<file path="config.mk">
export PLATFORM = sky130hd
export DESIGN_NAME = bir_ctrl
export DESIGN_NICKNAME = d
export VERILOG_FILES = /design/src/rtl/core/bir_pkg.sv /design/src/rtl/core/bir_ctrl.sv
export SDC_FILE = /design/constraint.sdc
export NUM_CORES = 1
export LEC_CHECK = 0
export ABC_AREA = 1
export BUFFER_PORTS_ARGS = -buffer_cell sky130_fd_sc_hd__buf_2
export CORE_AREA = 2 2 39 41
export CTS_BUF_LIST = sky130_fd_sc_hd__clkbuf_4 sky130_fd_sc_hd__clkbuf_8 sky130_fd_sc_hd__clkbuf_16
export CTS_CLUSTER_DIAMETER = 30
export DETAILED_ROUTE_END_ITERATION = 10
export DIE_AREA = 0 0 41 43
export PLACE_DENSITY = 0.73
export SYNTH_ARGS = -nofsm -noshare
export SYNTH_HDL_FRONTEND = slang
export SYNTH_SLANG_ARGS = --single-unit
export TNS_END_PERCENT = 100
</file>
<file path="constraint.sdc">
create_clock -name aclk -period 1.9 [get_ports aclk]
set_input_delay 0.38 -clock aclk [delete_from_list [all_inputs] [get_ports aclk]]
set_output_delay 0.38 -clock aclk [all_outputs]
set_load 0.05 [all_outputs]
</file>
<file path="src/rtl/core/bir_pkg.sv">
// shared types, constants and helpers for the bilinear resize block
`default_nettype none

package bir_pkg;

    localparam int SIZE_W    = 8;
    localparam int COORD_W   = 7;
    localparam int CH_W      = 2;
    localparam int SAMPLE_W  = 16;
    localparam int CFG_IDX_W = 2;

    localparam int MAX_WIDTH_DEF  = 128;
    localparam int MAX_HEIGHT_DEF = 128;
    localparam int CHANNELS_DEF   = 3;

    // one row blend, the full two-row sum, and the divider operands
    localparam int HACC_W    = SAMPLE_W + SIZE_W;
    localparam int VACC_W    = SAMPLE_W + 2 * SIZE_W;
    localparam int DEN_W     = 2 * SIZE_W;
    localparam int POS_NUM_W = 2 * SIZE_W;
    localparam int DIV_NUM_W = VACC_W + 2;
    localparam int DIV_CNT_W = $clog2(DIV_NUM_W / 2 + 1);

    typedef enum logic [CFG_IDX_W-1:0] {
        CFG_SRC_WIDTH,
        CFG_SRC_HEIGHT,
        CFG_DST_WIDTH,
        CFG_DST_HEIGHT
    } cfg_index_t;

    typedef enum logic [3:0] {
        ST_IDLE,
        ST_CHECK,
        ST_DIVX,
        ST_DIVY,
        ST_RTL,
        ST_MTL,
        ST_MTR,
        ST_VT,
        ST_MBL,
        ST_MBR,
        ST_VB,
        ST_DIVO,
        ST_DIVW,
        ST_LOAD
    } state_t;

    typedef enum logic [1:0] {
        DIV_X,
        DIV_Y,
        DIV_OUT
    } div_sel_t;

    typedef enum logic [1:0] {
        TAP_TL,
        TAP_TR,
        TAP_BL,
        TAP_BR
    } tap_t;

    typedef enum logic [2:0] {
        MAC_NONE,
        MAC_H_FIRST,
        MAC_H_ADD,
        MAC_V_FIRST,
        MAC_V_ADD
    } mac_op_t;

    typedef struct packed {
        logic     accept;
        logic     div_start;
        div_sel_t div_sel;
        logic     cap_x;
        logic     cap_y;
        logic     mem_rd;
        tap_t     tap;
        mac_op_t  mac_op;
        logic     load_out;
    } bir_cmd_t;

    typedef struct packed {
        logic in_read;
        logic bad;
        logic div_busy;
    } bir_status_t;

    // clamp a size register into 1..lim
    function automatic logic [SIZE_W-1:0] sat_size(input logic [SIZE_W-1:0] v,
                                                   input int unsigned lim);
        if (v == '0) begin
            return SIZE_W'(1);
        end
        if (32'(v) > lim) begin
            return SIZE_W'(lim);
        end
        return v;
    endfunction

endpackage

`default_nettype wire

</file>
<file path="src/rtl/core/bir_ctrl.sv">
// sequencer for writes and resized reads, owns the output valid flag
`default_nettype none

module bir_ctrl
    import bir_pkg::*;
(
    input  wire logic        aclk,
    input  wire logic        aresetn,
    input  wire logic        s_valid,
    output logic             s_ready,
    output logic             m_valid,
    input  wire logic        m_ready,
    input  wire bir_status_t st,
    output bir_cmd_t         cmd
);

    state_t state_reg, state_next;
    logic   out_full_reg, out_full_next;

    always_ff @(posedge aclk) begin
        if (!aresetn) begin
            state_reg    <= ST_IDLE;
            out_full_reg <= 1'b0;
        end else begin
            state_reg    <= state_next;
            out_full_reg <= out_full_next;
        end
    end

    assign s_ready = (state_reg == ST_IDLE);
    assign m_valid = out_full_reg;

    always_comb begin
        state_next = state_reg;
        cmd        = '0;
        case (state_reg)
            ST_IDLE: begin
                if (s_valid) begin
                    cmd.accept = 1'b1;
                    if (st.in_read) begin
                        state_next = ST_CHECK;
                    end
                end
            end
            ST_CHECK: begin
                if (st.bad) begin
                    state_next = ST_LOAD;
                end else begin
                    cmd.div_start = 1'b1;
                    cmd.div_sel   = DIV_X;
                    state_next    = ST_DIVX;
                end
            end
            ST_DIVX: begin
                cmd.div_sel = DIV_Y;
                if (!st.div_busy) begin
                    cmd.cap_x     = 1'b1;
                    cmd.div_start = 1'b1;
                    state_next    = ST_DIVY;
                end
            end
            ST_DIVY: begin
                if (!st.div_busy) begin
                    cmd.cap_y  = 1'b1;
                    state_next = ST_RTL;
                end
            end
            ST_RTL: begin
                cmd.mem_rd = 1'b1;
                cmd.tap    = TAP_TL;
                state_next = ST_MTL;
            end
            ST_MTL: begin
                cmd.mac_op = MAC_H_FIRST;
                cmd.mem_rd = 1'b1;
                cmd.tap    = TAP_TR;
                state_next = ST_MTR;
            end
            ST_MTR: begin
                cmd.mac_op = MAC_H_ADD;
                state_next = ST_VT;
            end
            ST_VT: begin
                cmd.mac_op = MAC_V_FIRST;
                cmd.mem_rd = 1'b1;
                cmd.tap    = TAP_BL;
                state_next = ST_MBL;
            end
            ST_MBL: begin
                cmd.mac_op = MAC_H_FIRST;
                cmd.mem_rd = 1'b1;
                cmd.tap    = TAP_BR;
                state_next = ST_MBR;
            end
            ST_MBR: begin
                cmd.mac_op = MAC_H_ADD;
                state_next = ST_VB;
            end
            ST_VB: begin
                cmd.mac_op = MAC_V_ADD;
                state_next = ST_DIVO;
            end
            ST_DIVO: begin
                cmd.div_start = 1'b1;
                cmd.div_sel   = DIV_OUT;
                state_next    = ST_DIVW;
            end
            ST_DIVW: begin
                if (!st.div_busy) begin
                    state_next = ST_LOAD;
                end
            end
            ST_LOAD: begin
                // wait for the output register to drain
                if (!out_full_reg || m_ready) begin
                    cmd.load_out = 1'b1;
                    state_next   = ST_IDLE;
                end
            end
            default: begin
                state_next = ST_IDLE;
            end
        endcase
    end

    always_comb begin
        if (cmd.load_out) begin
            out_full_next = 1'b1;
        end else if (m_ready) begin
            out_full_next = 1'b0;
        end else begin
            out_full_next = out_full_reg;
        end
    end

endmodule

`default_nettype wire

</file>
==> metrics.log <==
[metrics] run status: finished, final reports clean
[metrics] setup repair after global routing missed its margin: no
[metrics] post-synthesis net count: around 100
[metrics] layout-stage area growth over the synthesis result: 33.42%
[metrics] first-pass iteration count of the detailed router: 4
[metrics] maximum number of pins on one net before global-route repair: 8
[metrics] number of antenna violations at the first check in global routing: 0
[metrics] hold_ws: 398.0 ps
[metrics] maximum clock skew at final layout: 1.503 ps
[metrics] cell area after technology mapping: approximately 500 um2
[metrics] top cell type by total area after synthesis: sky130_fd_sc_hd__nand2_1
[metrics] cell at the root of the clock tree: sky130_fd_sc_hd__clkbuf_4
[metrics] Max Cap Viol: 0
[metrics] most instantiated cells after synthesis: sky130_fd_sc_hd__nand2_1 (33), sky130_fd_sc_hd__inv_1 (18), sky130_fd_sc_hd__nor2_1 (10)
[metrics] H-tree Lvls: 1
[metrics] placer congestion estimate: 0.7642
[metrics] r2r setup slk: between 500 and 600 ps
[metrics] chip height: around 43 um
[metrics] top cells by area in the synthesized netlist: sky130_fd_sc_hd__nand2_1 (25%), sky130_fd_sc_hd__dfxtp_1 (20%), sky130_fd_sc_hd__inv_1 (13%), sky130_fd_sc_hd__nor2_1 (7.5%), sky130_fd_sc_hd__nor2_2 (7.5%)
[metrics] number of vias after detailed routing: ~640
[metrics] type of the worst min-delay path: in -> reg
[metrics] Initial Utilization: 36.26%
[metrics] crit path capture type: output port
[metrics] number of rows in the core area: 14
[metrics] placed wire-length estimate: 1018 um
[metrics] Post-route DRC: 0
[metrics] global-route wire length before repair: about 2000 um
[metrics] leading cell type by number of instances after synthesis: sky130_fd_sc_hd__nand2_1
[metrics] ports placed on the boundary: 22
[metrics] worst slew slack as a fraction of its limit: a little over four fifths
[metrics] Final ANT Viol Nets: 0
[metrics] average cell area after synthesis: 5.281 um2
[metrics] final cycle utilization of the critical path: 95.42%
[metrics] shortest clock period the worst path allows after layout: 1813 ps
[metrics] sink count of the clock tree: 5
[metrics] number of buffers inserted for hold repair after clock tree synthesis: 0
[metrics] final setup violation count: 0
[metrics] Worst Max-Slew Pin Slew: 249.0 ps
[metrics] area inside the core boundary: approximately 1400 um2
[metrics] Synth Instances: 95
[metrics] proportion of synthesized chip area in sequential cells: 19.95%
[metrics] max FFs per register: 4
[metrics] dominant synthesized flop cell: sky130_fd_sc_hd__dfxtp_1
[metrics] number of DRC violations after detailed-routing iteration 0: 20
[metrics] number of distinct library cells after synthesis: 16
[metrics] buffers added on ports: 21
[metrics] async set-reset flop share out of synthesis: 0%
[metrics] number of global-route vias before repair: about 540
[metrics] Total Routed Length: 1258 um
[metrics] number of max-slew violations in the final report: 0
[metrics] maximum root-to-sink buffer count: 2
[metrics] clock latency at the later pin of the worst-skew pair: roughly 240 ps
[metrics] area share of the largest cell type after synthesis: 24.69%
[metrics] Yosys warning count: 0
[metrics] highest fanout seen on the critical path: 6
[metrics] total global-route track usage: 16.50%
[metrics] die area: 1763 um2
[metrics] drt wl/cell: a little over 9 um
[metrics] classification of the worst setup path: reg -> out
[metrics] register clock-pin slew on the reported worst setup and hold paths: 40 ps
[metrics] Setup crit start kind: flip-flop
[metrics] clock tree from TritonCTS: yes
[metrics] global-route congestion overflow total: 0
[metrics] Crit path arrival time: ~1400 ps
[metrics] number of flops mapped to enable cells by yosys: 0
[metrics] layout cells sized above 1: approximately 33%
[metrics] number of register bits inferred by synthesis: 5
[metrics] number of nets in the layout: 127
[metrics] required time of the worst setup path: 1520 ps
[metrics] number of diodes added for antenna fixing: 0
[metrics] mean number of vias per cell: 4.726
[metrics] endpoints failing hold: 0
[metrics] highest clock frequency the design can meet: 0.5516 GHz
[metrics] width of the die: 41 um
[metrics] CTS buffer count: 3
## final timing paths
| path | depth (start not counted) | from | endpoint |
|---|---|---|---|
| setup / recovery | 5 | state_reg[2] | cmd[2] |
| hold / removal | 3 | aresetn | state_reg[0] |
| setup reg to reg | 8 | state_reg[2] | state_reg[3] |
| hold reg to reg | 2 | state_reg[1] | state_reg[1] |
## logic make-up (layout without fill, tap and decap cells)
kind of cell	count (synthesis)	in the layout	synth area share, %
flip-flops	5	5	19.95
AO/OA/AOI/OAI	10	10	11.72
AND/OR/NAND/NOR	60	60	52.62
buffers and inverters	20	44	15.71
## layer usage
layer	track usage [%]	up-vias	part of all wire [%]
met5	0	-	0
met3	3.141	0	4.6
met4	6.000	0	0
met2	25.62	19	50
li1	-	337	-
met1	21.68	282	45
## layout by cell type (no fill, tap or decap), types with 3 or more instances in the layout
cell type and n:
sky130_fd_sc_hd__a21oi_1 3, sky130_fd_sc_hd__buf_2 17, sky130_fd_sc_hd__clkbuf_4 7, sky130_fd_sc_hd__dfxtp_1 3, sky130_fd_sc_hd__inv_1 18, sky130_fd_sc_hd__nand2_1 32, sky130_fd_sc_hd__nand2_2 4, sky130_fd_sc_hd__nand3_1 6
sky130_fd_sc_hd__nor2_1 10, sky130_fd_sc_hd__nor2_2 5, sky130_fd_sc_hd__o21ai_0 4
## critical path, cell delays in order (launching register included)
cell,delay [ps]
sky130_fd_sc_hd__dfxtp_1,450
sky130_fd_sc_hd__inv_1,130
sky130_fd_sc_hd__nor2_4,160
sky130_fd_sc_hd__inv_1,60
sky130_fd_sc_hd__o21ai_0,140
sky130_fd_sc_hd__clkbuf_4,250
## final cells by class
class / count / area [um2]
Multi-Input combinational cell: 70 / 330.3
Timing Repair Buffer: 21 / 115.1
Sequential cell: 5 / 102.6
Clock buffer: 4 / 30.03
Tap cell: 16 / 20.02
Inverter: 19 / 71.32
Fill cell: 144 / 714.4
## metrics by stage
step / setup WS, ps / TNS (ps) / utilization [%] / cell area (um2) / instances
floorplan: -230.6 / -461.3 / - / 501.7 / 95
global placement: 326.0 / 0 / 44.76 / 619.3 / 131
detailed placement: 279.3 / 0 / 44.76 / 619.3 / 131
CTS: 13.50 / 0 / 46.93 / 649.4 / 135
global route: 4.017 / 0 / 48.37 / 669.4 / 135
finish: 87.10 / 0 / 48.37 / 669.4 / 135
## repair_timing
action,4_1_cts,5_1_grt
resized for setup,0,9
setup buffers,0,0
setup endpoints to repair,0,2
endpoints found under the hold margin,0,0
Power is left out: the tool's default activity adds up to more than one toggle a clock period on the data nets, which glitch-free logic cannot reach.
